[src/hdl/tlb_lru_lookup_replace_flush_defines.svh]
// Assertion macros shared by the TLB modules.
// Expects signals clk and arst_n in the scope of every use.
// Define NO_ASSERTIONS to compile the macros away.
`ifndef TLB_LRU_LOOKUP_REPLACE_FLUSH_DEFINES_SVH
`define TLB_LRU_LOOKUP_REPLACE_FLUSH_DEFINES_SVH

`ifndef NO_ASSERTIONS

// same-cycle implication
`define TLB_ASSERT_IMP(lbl, ante, cons, msg) \
	lbl: assert property (@(posedge clk) disable iff (!arst_n) (ante) |-> (cons)) \
	else $error(msg);

// next-cycle implication
`define TLB_ASSERT_NXT(lbl, ante, cons, msg) \
	lbl: assert property (@(posedge clk) disable iff (!arst_n) (ante) |=> (cons)) \
	else $error(msg);

`else

`define TLB_ASSERT_IMP(lbl, ante, cons, msg)
`define TLB_ASSERT_NXT(lbl, ante, cons, msg)

`endif

`endif

[src/hdl/tlb_pkg.sv]
// Package for the fully associative LRU TLB: request/response beats,
// request codes, controller states and the control/status bundles.
// No dependencies.
package tlb_pkg;

	localparam int TLB_DEPTH   = 16;
	localparam int AGE_SAT_MAX = 255;
	localparam int CFG_W       = 5;
	localparam int ENTRIES_RST = 16;
	localparam int FIELD_W     = 16;

	// request codes
	typedef enum logic [1:0] {
		REQ_LOOKUP  = 2'd0,
		REQ_REPLACE = 2'd1,
		REQ_FLUSH   = 2'd2,
		REQ_NONE    = 2'd3
	} req_code_t;

	typedef struct packed {
		logic [1:0]         req_type;
		logic [FIELD_W-1:0] pid;
		logic [FIELD_W-1:0] page;
		logic [FIELD_W-1:0] new_frame;
	} tlb_req_t;

	typedef struct packed {
		logic               hit;
		logic [FIELD_W-1:0] frame;
	} tlb_rsp_t;

	typedef enum logic [1:0] {
		ST_IDLE,
		ST_SCAN,
		ST_FINAL
	} tlb_state_t;

	// controller -> datapath
	typedef struct packed {
		logic load;
		logic scan;
		logic fin;
	} tlb_cmd_t;

	// datapath -> controller
	typedef struct packed {
		logic trivial;
		logic scan_done;
	} tlb_sts_t;

endpackage

[src/hdl/tlb_ctrl.sv]
// Sequencer for the TLB: idle, entry scan and final write/respond.
// Depends on tlb_pkg and the assertion macro header.
`include "tlb_lru_lookup_replace_flush_defines.svh"

module tlb_ctrl
	import tlb_pkg::*;
(
	input  logic     clk,
	input  logic     arst_n,
	input  logic     start,
	output logic     busy,
	input  tlb_sts_t sts,
	output tlb_cmd_t cmd
);

	tlb_state_t state_q, state_nx;

	// state register
	always_ff @(posedge clk or negedge arst_n) begin
		if (!arst_n) begin
			state_q <= ST_IDLE;
		end else begin
			state_q <= state_nx;
		end
	end

	// next state
	always_comb begin
		state_nx = state_q;
		case (state_q)
			ST_IDLE: begin
				if (start) begin
					state_nx = sts.trivial ? ST_FINAL : ST_SCAN;
				end
			end
			ST_SCAN: begin
				if (sts.scan_done) begin
					state_nx = ST_FINAL;
				end
			end
			ST_FINAL: begin
				state_nx = ST_IDLE;
			end
			default: begin
				state_nx = ST_IDLE;
			end
		endcase
	end

	// outputs
	always_comb begin
		busy     = 1'b1;
		cmd.load = 1'b0;
		cmd.scan = 1'b0;
		cmd.fin  = 1'b0;
		case (state_q)
			ST_IDLE: begin
				busy     = 1'b0;
				cmd.load = start;
			end
			ST_SCAN: begin
				cmd.scan = 1'b1;
			end
			ST_FINAL: begin
				cmd.fin = 1'b1;
			end
			default: begin
				busy = 1'b1;
			end
		endcase
	end

	`TLB_ASSERT_NXT(a_accept_busy, start && !busy, busy, "accepted beat did not raise busy")
	`TLB_ASSERT_NXT(a_final_once, state_q == ST_FINAL, state_q == ST_IDLE, "final not one cycle")
	`TLB_ASSERT_NXT(a_scan_end, cmd.scan && sts.scan_done, cmd.fin, "scan end missed final")

endmodule

[src/hdl/tlb_dp.sv]
// Datapath for the TLB: entry memory with valid bits, scan pipeline,
// match/victim tracking, final write and response register.
// Depends on tlb_pkg and the assertion macro header.
`include "tlb_lru_lookup_replace_flush_defines.svh"

module tlb_dp
	import tlb_pkg::*;
#(
	parameter int DEPTH   = TLB_DEPTH,
	parameter int AGE_MAX = AGE_SAT_MAX
) (
	input  logic             clk,
	input  logic             arst_n,
	input  logic             cfg_we,
	input  logic [CFG_W-1:0] cfg_wdata,
	input  tlb_req_t         req,
	input  tlb_cmd_t         cmd,
	output tlb_sts_t         sts,
	output logic             done,
	output tlb_rsp_t         rsp
);

	localparam int IDX_W = (DEPTH > 1) ? $clog2(DEPTH) : 1;
	localparam int CNT_W = $clog2(DEPTH + 1);
	localparam int AGE_W = $clog2(AGE_MAX + 1);

	typedef struct packed {
		logic [FIELD_W-1:0] pid;
		logic [FIELD_W-1:0] page;
		logic [FIELD_W-1:0] frame;
		logic [AGE_W-1:0]   age;
	} entry_t;

	entry_t             mem [DEPTH];
	logic [DEPTH-1:0]   vld_q;
	logic [CFG_W-1:0]   eiu_q;
	logic [CNT_W-1:0]   n_c;
	tlb_req_t           req_ld;
	tlb_req_t           req_q;
	logic [CNT_W-1:0]   rd_cnt_q;
	logic               rd_en;
	logic [IDX_W-1:0]   rd_addr;
	entry_t             mem_rd_s1;
	logic               vld_rd_s1;
	logic               proc_s1;
	logic [IDX_W-1:0]   proc_idx_s1;
	entry_t             ent;
	logic               pid_eq;
	logic               page_eq;
	logic [AGE_W-1:0]   age_nx;
	logic               found_q;
	logic [IDX_W-1:0]   hit_idx_q;
	logic [FIELD_W-1:0] hit_frame_q;
	logic [IDX_W-1:0]   victim_q;
	logic [AGE_W-1:0]   best_q;
	logic               wr_en;
	logic [IDX_W-1:0]   wr_addr;
	entry_t             wr_data;
	logic               done_q;
	tlb_rsp_t           rsp_q;

	// active entry count, clamped to depth
	always_comb begin
		if (int'(eiu_q) > DEPTH) begin
			n_c = CNT_W'(DEPTH);
		end else begin
			n_c = CNT_W'(eiu_q);
		end
	end

	assign sts.trivial   = (n_c == '0) || (req.req_type == REQ_NONE);
	assign sts.scan_done = (rd_cnt_q == n_c);

	// entries_in_use register
	always_ff @(posedge clk or negedge arst_n) begin
		if (!arst_n) begin
			eiu_q <= CFG_W'(ENTRIES_RST);
		end else if (cfg_we) begin
			eiu_q <= cfg_wdata;
		end
	end

	// request latch; a request with no effect is held as the no-op code
	always_comb begin
		req_ld = req;
		if (sts.trivial) begin
			req_ld.req_type = REQ_NONE;
		end
	end

	always_ff @(posedge clk) begin
		if (cmd.load) begin
			req_q <= req_ld;
		end
	end

	// read side of the scan
	assign rd_en   = cmd.scan && (rd_cnt_q < n_c);
	assign rd_addr = rd_cnt_q[IDX_W-1:0];

	always_ff @(posedge clk or negedge arst_n) begin
		if (!arst_n) begin
			rd_cnt_q <= '0;
			proc_s1  <= 1'b0;
		end else begin
			proc_s1 <= rd_en;
			if (cmd.load) begin
				rd_cnt_q <= '0;
			end else if (rd_en) begin
				rd_cnt_q <= rd_cnt_q + 1'b1;
			end
		end
	end

	always_ff @(posedge clk) begin
		if (rd_en) begin
			mem_rd_s1   <= mem[rd_addr];
			vld_rd_s1   <= vld_q[rd_addr];
			proc_idx_s1 <= rd_addr;
		end
	end

	// entry under test: a never-written entry reads as zero
	always_comb begin
		ent     = vld_rd_s1 ? mem_rd_s1 : '0;
		pid_eq  = (ent.pid == req_q.pid);
		page_eq = (ent.page == req_q.page);
		age_nx  = (ent.age < AGE_W'(AGE_MAX)) ? ent.age + 1'b1 : ent.age;
	end

	// match tracking (last match wins) and victim search (first oldest)
	always_ff @(posedge clk or negedge arst_n) begin
		if (!arst_n) begin
			found_q <= 1'b0;
		end else if (cmd.load) begin
			found_q <= 1'b0;
		end else if (proc_s1 && req_q.req_type == REQ_LOOKUP && pid_eq && page_eq) begin
			found_q <= 1'b1;
		end
	end

	always_ff @(posedge clk) begin
		if (proc_s1) begin
			if (req_q.req_type == REQ_LOOKUP && pid_eq && page_eq) begin
				hit_idx_q   <= proc_idx_s1;
				hit_frame_q <= ent.frame;
			end
			if (req_q.req_type == REQ_REPLACE &&
				(proc_idx_s1 == '0 || ent.age > best_q)) begin
				best_q   <= ent.age;
				victim_q <= proc_idx_s1;
			end
		end
	end

	// single write port: aged write-back during scan, then the final write
	always_comb begin
		wr_en   = 1'b0;
		wr_addr = proc_idx_s1;
		wr_data = '{pid: ent.pid, page: ent.page, frame: ent.frame, age: age_nx};
		if (proc_s1 && (req_q.req_type == REQ_LOOKUP || req_q.req_type == REQ_REPLACE)) begin
			wr_en = 1'b1;
		end else if (cmd.fin && req_q.req_type == REQ_LOOKUP && found_q) begin
			wr_en   = 1'b1;
			wr_addr = hit_idx_q;
			wr_data = '{pid: req_q.pid, page: req_q.page, frame: hit_frame_q, age: '0};
		end else if (cmd.fin && req_q.req_type == REQ_REPLACE) begin
			wr_en   = 1'b1;
			wr_addr = victim_q;
			wr_data = '{pid: req_q.pid, page: req_q.page, frame: req_q.new_frame, age: '0};
		end
	end

	always_ff @(posedge clk) begin
		if (wr_en) begin
			mem[wr_addr] <= wr_data;
		end
	end

	// valid bits: set on write, dropped by flush, all dropped on config write
	always_ff @(posedge clk or negedge arst_n) begin
		if (!arst_n) begin
			vld_q <= '0;
		end else if (cfg_we) begin
			vld_q <= '0;
		end else if (wr_en) begin
			vld_q[wr_addr] <= 1'b1;
		end else if (proc_s1 && req_q.req_type == REQ_FLUSH && pid_eq) begin
			vld_q[proc_idx_s1] <= 1'b0;
		end
	end

	// response register
	always_ff @(posedge clk or negedge arst_n) begin
		if (!arst_n) begin
			done_q <= 1'b0;
		end else begin
			done_q <= cmd.fin;
		end
	end

	always_ff @(posedge clk) begin
		if (cmd.fin) begin
			rsp_q.hit   <= 1'b0;
			rsp_q.frame <= '0;
			if (req_q.req_type == REQ_LOOKUP && found_q && hit_frame_q != '0) begin
				rsp_q.hit   <= 1'b1;
				rsp_q.frame <= hit_frame_q;
			end
		end
	end

	assign done = done_q;
	assign rsp  = rsp_q;

	`TLB_ASSERT_IMP(a_rw_apart, proc_s1 && rd_en, proc_idx_s1 != rd_addr, "read/write same entry")
	`TLB_ASSERT_IMP(a_cnt_bound, cmd.scan, rd_cnt_q <= n_c, "scan count beyond active entries")
	`TLB_ASSERT_IMP(a_fin_drained, cmd.fin, !proc_s1 && CNT_W'(victim_q) < n_c || !proc_s1 && req_q.req_type != REQ_REPLACE, "final write with scan in flight or bad victim")

endmodule

[src/hdl/tlb_lru_lookup_replace_flush.sv]
// Top level of the fully associative LRU TLB: controller plus datapath.
// Depends on tlb_pkg, tlb_ctrl and tlb_dp.
//
//  channel   signals                  direction  transfer
//  --------  -----------------------  ---------  -------------------------------
//  config    cfg_we, cfg_wdata        in         cfg_we high at clock edge
//  request   start, busy, req         in         start high and busy low
//  response  done, rsp                out        done high one cycle, no stall
//
// After acceptance a request scans the n active entries in turn (n being
// the active entry count) through the read port of the entry memory,
// drains the read pipeline and then does the final write and response.
// A disabled TLB or the unused code skips the scan. The response appears the
// cycle after the final write; a new request may be taken in that cycle.
// Reset leaves 16 entries active and all entries zero (valid bits cleared).
module tlb_lru_lookup_replace_flush
	import tlb_pkg::*;
#(
	parameter int DEPTH   = TLB_DEPTH,
	parameter int AGE_MAX = AGE_SAT_MAX
) (
	input  logic             clk,
	input  logic             arst_n,
	input  logic             cfg_we,
	input  logic [CFG_W-1:0] cfg_wdata,
	input  logic             start,
	output logic             busy,
	input  tlb_req_t         req,
	output logic             done,
	output tlb_rsp_t         rsp
);

	tlb_cmd_t cmd;
	tlb_sts_t sts;

	tlb_ctrl u_ctrl (
		.clk    (clk),
		.arst_n (arst_n),
		.start  (start),
		.busy   (busy),
		.sts    (sts),
		.cmd    (cmd)
	);

	tlb_dp #(
		.DEPTH   (DEPTH),
		.AGE_MAX (AGE_MAX)
	) u_dp (
		.clk       (clk),
		.arst_n    (arst_n),
		.cfg_we    (cfg_we),
		.cfg_wdata (cfg_wdata),
		.req       (req),
		.cmd       (cmd),
		.sts       (sts),
		.done      (done),
		.rsp       (rsp)
	);

endmodule
[config.mk]
export PLATFORM = sky130hd
export DESIGN_NAME = tlb_lru_lookup_replace_flush
export DESIGN_NICKNAME = d
export VERILOG_FILES = /design/src/hdl/tlb_pkg.sv /design/src/hdl/tlb_ctrl.sv /design/src/hdl/tlb_dp.sv /design/src/hdl/tlb_lru_lookup_replace_flush.sv
export VERILOG_INCLUDE_DIRS = /design/src /design/src/hdl
export SDC_FILE = /design/constraint.sdc
export NUM_CORES = 1
export LEC_CHECK = 0
export BUFFER_PORTS_ARGS = -buffer_cell sky130_fd_sc_hd__buf_2
export CORE_MARGIN = 5
export CORE_UTILIZATION = 51
export DETAILED_ROUTE_END_ITERATION = 8
export PLACE_DENSITY = 0.67
export SYNTH_ARGS = -nofsm -noshare
export SYNTH_HDL_FRONTEND = slang
export SYNTH_SLANG_ARGS = --single-unit
[constraint.sdc]
create_clock -name clk -period 8.84 [get_ports clk]
set_input_delay 1.768 -clock clk [delete_from_list [all_inputs] [get_ports clk]]
set_output_delay 1.768 -clock clk [all_outputs]
set_load 0.05 [all_outputs]
Word-level counts from Yosys, hierarchy flattened --
Memories as Yosys holds them, arrays and structs flattened. A register that Yosys moved wholly into a read port is not among the register bits. Cells that the tools add are included.
Storage, ports and cells: flip-flop bits (word level) 135, memory bits (writable) 896, output and inout bits 19, word-level logic and storage cells 111, memories 1
Cells by class: add/sub/neg operators 2, magnitude comparators 9, eq/ne operators 10, mux-type cells 36, bitwise logic cells 3, reduce and logical (&&, ||, !) cells 31
Memories:
- u_dp.mem | depth 16, bits a word 56, read ports 1, clocked after Yosys merged registers in 1, wr ports 1, RTL line tlb_dp.sv:34 | entry_t mem [DEPTH];
Operators by type and width (number):
- 56-bit 2-to-1 mux | 4
- 16-bit 2-to-1 mux | 3
- 16-bit == test | 2
- 1-bit logical AND | 17
- 17-bit 2-to-1 mux | 1
- 16-bit AND | 1
- 16-bit NOT | 1
- 16-bit bitwise OR | 1
- 16-bit nonzero test | 1
- 4-bit by 5-bit less-than comparator with 1-bit output (second input constant) | 3
- 5-bit 2-to-1 mux | 3
- 1-bit 2-to-1 mux | 14
- 4-bit 2-to-1 mux | 3
- 8-bit by 1-bit adder with 8-bit output (second input constant) | 1
- 1-bit demux with 4-bit select | 2
- 4-bit by 1-bit greater-or-equal comparator with 1-bit output (second input constant) | 2
- 8-bit > comparator | 1
- 8-bit less-than comparator (second input constant) | 1
- 8-bit 2-to-1 mux | 1
- 2-bit == test (second input constant) | 3
- 2-bit 2-to-1 mux | 3
- 2-bit AND reduction | 3
- 5-bit by 1-bit adder with 5-bit output (second input constant) | 1
- 5-bit == test | 1
- 12 further kinds | 18

Logic depth before layout (Yosys ltp) --
Gate-level depths: netlist of run 1.
depth in word-level cells 13, mapped depth 13, gate-level depth less buffers 9

Hierarchy --
Synthesis of run 1 repeated with hierarchy kept, for this count alone.
Second synthesis, totals: cells, all modules 1993, area, all modules 42498.3 µm²
By module, submodules not included:
- tlb_dp | times used 1, cells each 1982, area an instance 42386.9 µm², sequential area each 32437.4 µm²
- tlb_ctrl | times used 1, cells each 11, area an instance 111.4 µm², sequential area each 50.0 µm²

Worst setup path after synthesis of run 1 --
No wires, ideal clock.
path type reg2reg, start reg u_dp.rd_cnt_q[0], end reg u_dp.rd_cnt_q[3], library setup time 245 ps, arrival 6128 ps, required time 8595 ps, setup slack 2467 ps, cell stages (with the launch flop) 12, buffers on the path 3, period minus slack after synthesis 6373 ps, path through dfrtp_1 clkbuf_1 buf_2 buf_1 inv_1 ha_1 nor2b_1 o21a_1 a2111oi_2 nand4_1 xor2_1 nor2_1
Between the ends: word-level cells in the longest chain between the ends 3
Ends and longest elaborated chain:
- from (decl) | RTL line tlb_dp.sv:40 | logic [CNT_W-1:0] rd_cnt_q;
- from (signal assigned) | RTL line tlb_dp.sv:110 | rd_cnt_q <= rd_cnt_q + 1'b1;
- 5-bit less-than comparator | RTL line tlb_dp.sv:98 | assign rd_en = cmd.scan && (rd_cnt_q < n_c);
- 1-bit logical AND | RTL line tlb_dp.sv:98
- via u_dp.rd_en | RTL line tlb_dp.sv:41 | logic rd_en;
- 2-bit nonzero test (no source line)
The timed path passes the listed nets, and every way through them passes these cells. The select of a mux whose other input is x is not followed. A chain may end at the register's enable or synchronous reset.

Final worst setup path of run 1 --
start reg u_dp.vld_rd_s1, end reg u_dp.hit_frame_q[0], enable pin
Between the ends: word-level cells in the longest chain between the ends 5
Ends and longest elaborated chain:
- from (decl) | RTL line tlb_dp.sv:44 | logic vld_rd_s1;
- from (signal assigned) | RTL line tlb_dp.sv:118 | vld_rd_s1 <= vld_q[rd_addr];
- 56-bit 2-to-1 mux * | RTL line tlb_dp.sv:125 | ent = vld_rd_s1 ? mem_rd_s1 : '0;
- 16-bit == test | RTL line tlb_dp.sv:126 | pid_eq = (ent.pid == req_q.pid);
- 1-bit logical AND | RTL line tlb_dp.sv:144 | if (req_q.req_type == REQ_LOOKUP && pid_eq && page_eq) begin
- 1-bit logical AND * | RTL line tlb_dp.sv:144
- 2-bit AND reduction (no source line) *
- to (signal assigned) | RTL line tlb_dp.sv:146 | hit_frame_q <= ent.frame;
- to (decl) | RTL line tlb_dp.sv:53 | logic [FIELD_W-1:0] hit_frame_q;
Every way passes the cells marked *; elsewhere a longest branch is shown, timed or not.

==> results of run 1 <==
kinds of logic (layout without fill, tap and decap cells):
kind of cell,count (synthesis),count (layout),synth area share
flops,1087,1087,0.7654
mux,290,290,0.1525
simple gates,277,277,0.03523
compound gates,156,156,0.02653
buf+inv,122,367,0.01170
xor+xnor,22,22,0.004540
fa+ha+maj,14,14,0.004068
synth_stat cells, drive strengths merged, types with 12 or more instances:
library cell / instances
edfxtp: 1056
and2: 20
and3: 19
mux4: 285
ha: 13
clkbuf: 68
nor2: 42
a2bb2oi: 16
nand3: 12
nand4: 14
buf: 30
nor3: 13
o22ai: 27
o21ai: 42
xnor2: 12
dfrtp: 30
inv: 24
a21oi: 13
nand2: 93
nor4: 14
final cells by class:
type	count	area share
sequential	1087	0.6777
multi-input combinational	759	0.1999
clock buffer	135	0.05977
tap	1070	0.02792
timing repair buffer	142	0.01847
clock inverter	66	0.01430
inverter	24	0.001931
per-stage QoR:
step / total power [µW] / std cells / setup slack, ns / area (µm²)
after floorplan: 9710 / 1968 / 2.467 / 42440
after global placement: 10760 / 3082 / 4.240 / 44400
after detailed placement: 10890 / 3082 / 4.078 / 44400
after CTS: 15450 / 3283 / 4.044 / 47950
after global routing: 15960 / 3283 / 3.852 / 47960
final: 15320 / 3283 / 4.047 / 47960
worst register-to-register path: stages, from the launching register on:
cell       delay (ns)
edfxtp_1         0.79
buf_4            0.49
buf_4            0.47
nand3_1          0.15
a2111oi_0        0.48
nand3_1          0.13
nor4_1           0.85
and3_1           1.02
power groups by stage:
stage / clock (µW) / combinational (µW) / sequential (µW)
2_1_floorplan: 0 / 2470 / 7240
3_3_place_gp: 0 / 3390 / 7370
3_5_place_dp: 0 / 3490 / 7390
4_1_cts: 4650 / 3510 / 7300
5_1_grt: 4880 / 3730 / 7340
6_report: 4570 / 3450 / 7300
layer usage:
layer / GRT usage / wire length (µm)
met5: 0 / 0
met4: 0.06565 / 2655
met3: 0.03092 / 6042
met2: 0.3447 / 46300
met1: 0.3069 / 39160
state kept, by name, indices dropped and copies added (netlist names):
name	cells
u_dp.done	1
u_dp.vld_rd_s1	1
u_dp.proc_s1	1
u_dp.mem_rd_s1	56
u_dp.hit_idx_q	4
u_ctrl.state_q	2
u_dp.mem	896
u_dp.vld_q	16
u_dp.rsp	17
u_dp.rd_cnt_q	5
u_dp.req_q	50
u_dp.proc_idx_s1	4
u_dp.hit_frame_q	16
u_dp.victim_q	4
u_dp.eiu_q	5
u_dp.found_q	1
u_dp.best_q	8
path summary, 6_finish.rpt:
| check | start | end | slack (ns) | depth (start not counted) |
|---|---|---|---|---|
| setup / recovery | u_dp.vld_rd_s1 | u_dp.hit_frame_q[0] | 4.05 | 7 |
| hold / removal | u_dp.eiu_q[0] | u_dp.eiu_q[0] | 0.53 | 1 |
| setup reg to reg | u_dp.vld_rd_s1 | u_dp.hit_frame_q[0] | 4.05 | 7 |
| hold reg to reg | u_dp.eiu_q[0] | u_dp.eiu_q[0] | 0.53 | 1 |
| max in group asynchronous | arst_n | u_dp.rd_cnt_q[0] | 7.04 | 1 |
| min in group asynchronous | arst_n | u_dp.eiu_q[0] | 1.19 | 1 |
==> summary.txt, run 1 <==
Clock tree
  – Clk_lat worst skew: 0.65 ns
  – PostCTS Resize Cnt: 0
  – TritonCTS clock tree: yes
  – # hold bufs at CTS: 0
  – CTS max path bufs: 3
  – H-tree depth: 3
  – Root buffer selected by CTS: clkbuf_16
  – CTS sink cnt: 1,087
  – Worst-path clk slew: 0.06 ns
  – Setup Buffers After CTS: 0
  – Total CTS buffers: 110

Final layout
  – Commonest cells after routing, fill and taps aside: edfxtp_1 (1,056), mux4_2 (285), clkbuf_16 (110), nand2_1 (93), buf_2 (77)
  – Fill count: 5,809
  – Area Growth Syn to Fin: 12.99%
  – # diodes: 0
  – Share of post-route cells with drive strength above 1: 0.2856
  – Commonest non-fill, non-tap cell in the layout: edfxtp_1
  – Register Area: 32,500 µm²
  – Area of the multi-input gates: 9585 µm²
  – Core Util, Final: 0.5822
  – # nets final: 2,196

Die
  – Core box area: 82,370 µm²
  – Initial Util: 0.5153
  – Die X: 298.5 µm
  – Die height: 298.5 µm
  – Total I/O pin count: 78
  – Die ar.: 89,090 µm²
  – Core Rows: 105

Timing
  – Achievable Freq: 208.6 MHz
  – Crit path time final: 4.793 ns
  – RSZ-0062 raised after global routing: no
  – Final period utilization: 0.5422
  – Slew @ Worst Pin: 1.395 ns
  – Worst Skew: 0.02138 ns
  – Slew HR: 0.06637
  – Setup Viol. Count Final: 0
  – Min Hold Slack: 0.5308 ns
  – Setup TNS Final: 0 ns
  – Hold Fails Final Rpt: 0
  – Max Transition Viols Final: 0

GRT
  – Largest net degree at the start of global routing: 109
  – GRT overflow: 0
  – GRT Overall Usage: 0.2129
  – Number of antenna violations at the first check in global routing: 0
  – First-pass GRT wire length: 141,600 µm
  – Vias in the first global route: 21,670

Yosys
  – Syn avg cell area: 21.57 µm²
  – Main flop type after synthesis: edfxtp_1
  – Post-synth EDFFs: 1,056
  – Top-area cell type share of the netlist area: 0.7471
  – Flops & latches, synth: 1,087
  – Synth area leader: edfxtp_1
  – Synth Cell Area: 42,440 µm²
  – Yosys warns: 0
  – Yosys cell types: 67
  – Post-Synthesis Cells: 1,968
  – Largest cells by area after synthesis: edfxtp_1 (75%), mux4_2 (15%), dfrtp_1 (1.8%)
  – Sequential area share after synthesis: 0.7654
  – Synth async-reset ratio: 0.02852
  – Post-Syn Nets: 2,040

Power and ir drop
  – Pleak: 0.01530 µW
  – Clock Power Share: 0.298
  – Pint: 11,020 µW
  – Max VDD drop: 0.2349 mV
  – Switch share: 0.2802
  – Reg power frac: 0.476
  – Pwr dens: 319.4 nW/µm²
  – Combinational share of power: 0.225
  – Switching pwr: 4292 µW

Drt
  – Via count: 20,600
  – Wire per inst: 28.68 µm
  – Drc violations: 0
  – DR iter-0 viols: 2,164
  – DR vias/cell: 6.274
  – DRT antenna net count: 0
  – First-pass DRT Iterations: 6
  – Final wirelength: 94,150 µm

Placement
  – Port bufs: 77
  – HPWL after DPL: 50,040 µm
  – GP Congestion: 0.8388

Worst hold path
  – Worst Hold Class: flip-flop to flip-flop

Setup path
  – Max incr delay on CP: 1.01 ns
  – CP max FO: 39
  – CP required: 9.10 ns
  – Worst path slowest cell: and3_1
  – CP cell instances: buf_4 > buf_4 > nand3_1 > a2111oi_0 > nand3_1 > nor4_1 > and3_1
  – Critical path endpoint category: flip-flop
  – Critical Path Source Type: flip-flop
  – Crit path arrival time: 5.05 ns
  – Kind of critical path: flip-flop to flip-flop
  – Buf/Inv on CP: 2
  – Worst path top cell family by delay: simple AND/OR/NAND/NOR gates

Status
  – Status: completed

Flow run
  – Max Cap Violations: 0
No activity file was read; power rests on OpenSTA's default activity.
==> inputs of run 2 (changes only) <==
clock period = 4.65 ns   (was 8.84 ns; I/O delays follow)
==> run 2 against run 1 <==
Flip-flop and latch count did not move. Cell count rose by 0.21%. Core utilization barely moved. Sequential share of layout area barely moved. Fmax rose by 31%. Wire length fell by 1.4%. Critical endpoint is now u_dp.mem[4][7]. Clock skew rose by 0.0039 ns.
==> summary.txt, run 2 (same netlist as run 1, synthesis figures left out) <==
Placement
  – GP Congestion: 0.8810 (was 0.8388)
  – Placed Area: 44,620 µm² (was 44,400 µm²)
  – HPWL after DPL: 49,590 µm (was 50,040 µm)
  – Port bufs: 77 (unchanged)

GRT
  – Number of antenna violations at the first check in global routing: 1 (was 0)
  – First-pass GRT wire length: 138,200 µm (was 141,600 µm)
  – GRT overflow: 0 (unchanged)
  – Largest net degree at the start of global routing: 135 (was 109)
  – GRT Overall Usage: 0.2087 (was 0.2129)
  – Vias in the first global route: 21,340 (was 21,670)

Timing
  – Slew HR: 0.1714 (was 0.06637)
  – Setup Viol. Count Final: 0 (unchanged)
  – Achievable Freq: 273.2 MHz (was 208.6 MHz)
  – RSZ-0062 raised after global routing: no (unchanged)
  – Worst Skew: 0.02524 ns (was 0.02138 ns)
  – Crit path time final: 3.660 ns (was 4.793 ns)
  – Setup TNS Final: 0 ns (unchanged)
  – Max Transition Viols Final: 0 (unchanged)
  – Hold Fails Final Rpt: 0 (unchanged)
  – Final period utilization: 0.7871 (was 0.5422)
  – Slew @ Worst Pin: 1.238 ns (was 1.395 ns)

Setup path
  – Critical path endpoint category: flip-flop (unchanged)
  – Buf/Inv on CP: 1 (was 2)
  – CP required: 4.93 ns (was 9.10 ns)
  – Worst r2r src: u_dp.vld_rd_s1 (unchanged)
  – Worst path top cell family by delay: compound AO/OA/AOI/OAI gates (was simple AND/OR/NAND/NOR gates)
  – CP max FO: 18 (was 39)
  – Max incr delay on CP: 1.01 ns (about the same)
  – Critical Path Source Type: flip-flop (unchanged)
  – Launch point of the worst path: u_dp.vld_rd_s1 (unchanged)
  – Kind of critical path: flip-flop to flip-flop (unchanged)
  – CP cell instances: nand2_1 > inv_1 > ha_1 > nand4_1 > nor3_1 > nand2_1 > a21oi_1 (was buf_4 > buf_4 > nand3_1 > a2111oi_0 > nand3_1 > nor4_1 > and3_1)
  – Worst path slowest cell: a21oi_1 (was and3_1)
  – Crit path arrival time: 3.94 ns (was 5.05 ns)
  – Most frequent CP cell: nand2_1

Clock tree
  – PostCTS Resize Cnt: 0 (unchanged)
  – TritonCTS clock tree: yes (unchanged)
  – H-tree depth: 3 (unchanged)
  – CTS max path bufs: 3 (unchanged)
  – # hold bufs at CTS: 0 (unchanged)
  – Root buffer selected by CTS: clkbuf_16 (unchanged)
  – Worst-path clk slew: 0.06 ns (about the same)
  – Clk_lat worst skew: 0.66 ns (was 0.65 ns)
  – Setup Buffers After CTS: 0 (unchanged)
  – Total CTS buffers: 105 (was 110)
  – CTS sink cnt: 1,087 (unchanged)

Final layout
  – Commonest cells after routing, fill and taps aside: edfxtp_1 (1,056), mux4_2 (285), clkbuf_16 (109), nand2_1 (93), buf_2 (77) (was edfxtp_1 (1,056), mux4_2 (285), clkbuf_16 (110), nand2_1 (93), buf_2 (77))
  – Largest register FFs: 896 (unchanged)
  – Design area: 47,960 µm² (about the same)
  – Top reg by flops: u_dp.mem (unchanged)
  – # nets final: 2,210 (was 2,196)
  – Share of post-route cells with drive strength above 1: 0.2896 (was 0.2856)
  – Commonest non-fill, non-tap cell in the layout: edfxtp_1 (unchanged)
  – Biggest regs: u_dp.mem (896), u_dp.mem_rd_s1 (56), u_dp.req_q (50) (unchanged)
  – # diodes: 0 (unchanged)
  – Area Growth Syn to Fin: 12.99% (about the same)

Die
  – Die ar.: 89,090 µm² (unchanged)
  – Die height: 298.5 µm (unchanged)
  – Die X: 298.5 µm (unchanged)
  – Initial Util: 0.5153 (unchanged)
  – Total I/O pin count: 78 (unchanged)
  – Core box area: 82,370 µm² (unchanged)
  – Core Rows: 105 (unchanged)

Worst hold path
  – Worst Hold Class: input pin to asynchronous set/reset pin (was flip-flop to flip-flop)

Power and ir drop
  – Pleak: 0.01533 µW (was 0.01530 µW)
  – Combinational share of power: 0.229 (was 0.225)
  – Switch share: 0.2784 (was 0.2802)
  – Clock Power Share: 0.287 (was 0.298)
  – Max VDD drop: 0.3825 mV (was 0.2349 mV)
  – Pwr dens: 597.9 nW/µm² (was 319.4 nW/µm²)
  – Reg power frac: 0.484 (was 0.476)
  – Switching pwr: 7983 µW (was 4292 µW)
  – Total power: 28,680 µW (was 15,320 µW)
  – Pint: 20,690 µW (was 11,020 µW)

Flow run
  – Max Cap Violations: 0 (unchanged)

Drt
  – First-pass DRT Iterations: 7 (was 6)
  – Wire per inst: 28.22 µm (was 28.68 µm)
  – Via count: 20,490 (was 20,600)
  – Final wirelength: 92,850 µm (was 94,150 µm)
  – DR vias/cell: 6.228 (was 6.274)
  – Drc violations: 0 (unchanged)
  – DRT antenna net count: 0 (unchanged)
  – DR iter-0 viols: 2,262 (was 2,164)

Status
  – Status: completed (unchanged)
[run 2: stage by stage]
stage / utilization / hold slack [ns] / instances / setup slack, ns
finish: 0.5822 / 0.3448 / 3290 / 0.9902
detailed placement: 0.5416 / 0.5156 / 3100 / 1.144
floorplan: - / 0.4512 / 1968 / -0.3789
CTS: 0.5822 / 0.3281 / 3289 / 1.129
global route: 0.5822 / 0.3887 / 3290 / 0.7883
global placement: 0.5416 / 0.5029 / 3100 / 1.214
[run 2: worst reg2reg max path: stages (launching register included)]
cell,delay (ns)
edfxtp_1,0.96
nand2_1,0.27
inv_1,0.16
ha_1,0.22
nand4_1,0.15
nor3_1,0.28
nand2_1,0.25
a21oi_1,1.01
[run 2: path summary, 6_finish.rpt]
kind | endpoint | depth (start not counted) | slack [ns]
min | u_dp.eiu_q[3] | 1 | 0.34
max in group asynchronous | u_dp.rd_cnt_q[2] | 1 | 3.75
max reg2reg | u_dp.mem[4][7] | 7 | 0.99
min in group clk | u_dp.req_q[18] | 1 | 0.45
max | u_dp.mem[4][7] | 7 | 0.99
min reg2reg | u_dp.vld_q[5] | 1 | 0.54
[run 2: metal layers]
metal	GRT usage	wire, µm	vias up
met5	0	0	-
met4	0.05939	2271	0
met3	0.03274	6350	142
met2	0.3504	46780	838
met1	0.2895	37460	10900
li1	-	-	8610
[run 2: area by class of cell]
| cell class | instances | area [µm²] |
|---|---|---|
| multi-input combinational | 759 | 9585 |
| inverter | 24 | 92.59 |
| tap | 1070 | 1339 |
| sequential | 1087 | 32500 |
| clock inverter | 59 | 523.0 |
| timing repair buffer | 161 | 1101 |
| clock buffer | 130 | 2816 |
| fill | 5778 | 34410 |
[run 2: power groups by stage]
stage               Clock (µW)  Sequential (µW)  Combinational (µW)
global placement             0            14000                6420
finish                    8220            13900                6580
detailed placement           0            14100                6620
global route              8800            14000                7110
floorplan                    0            13700                4710
CTS                       8370            13900                6650
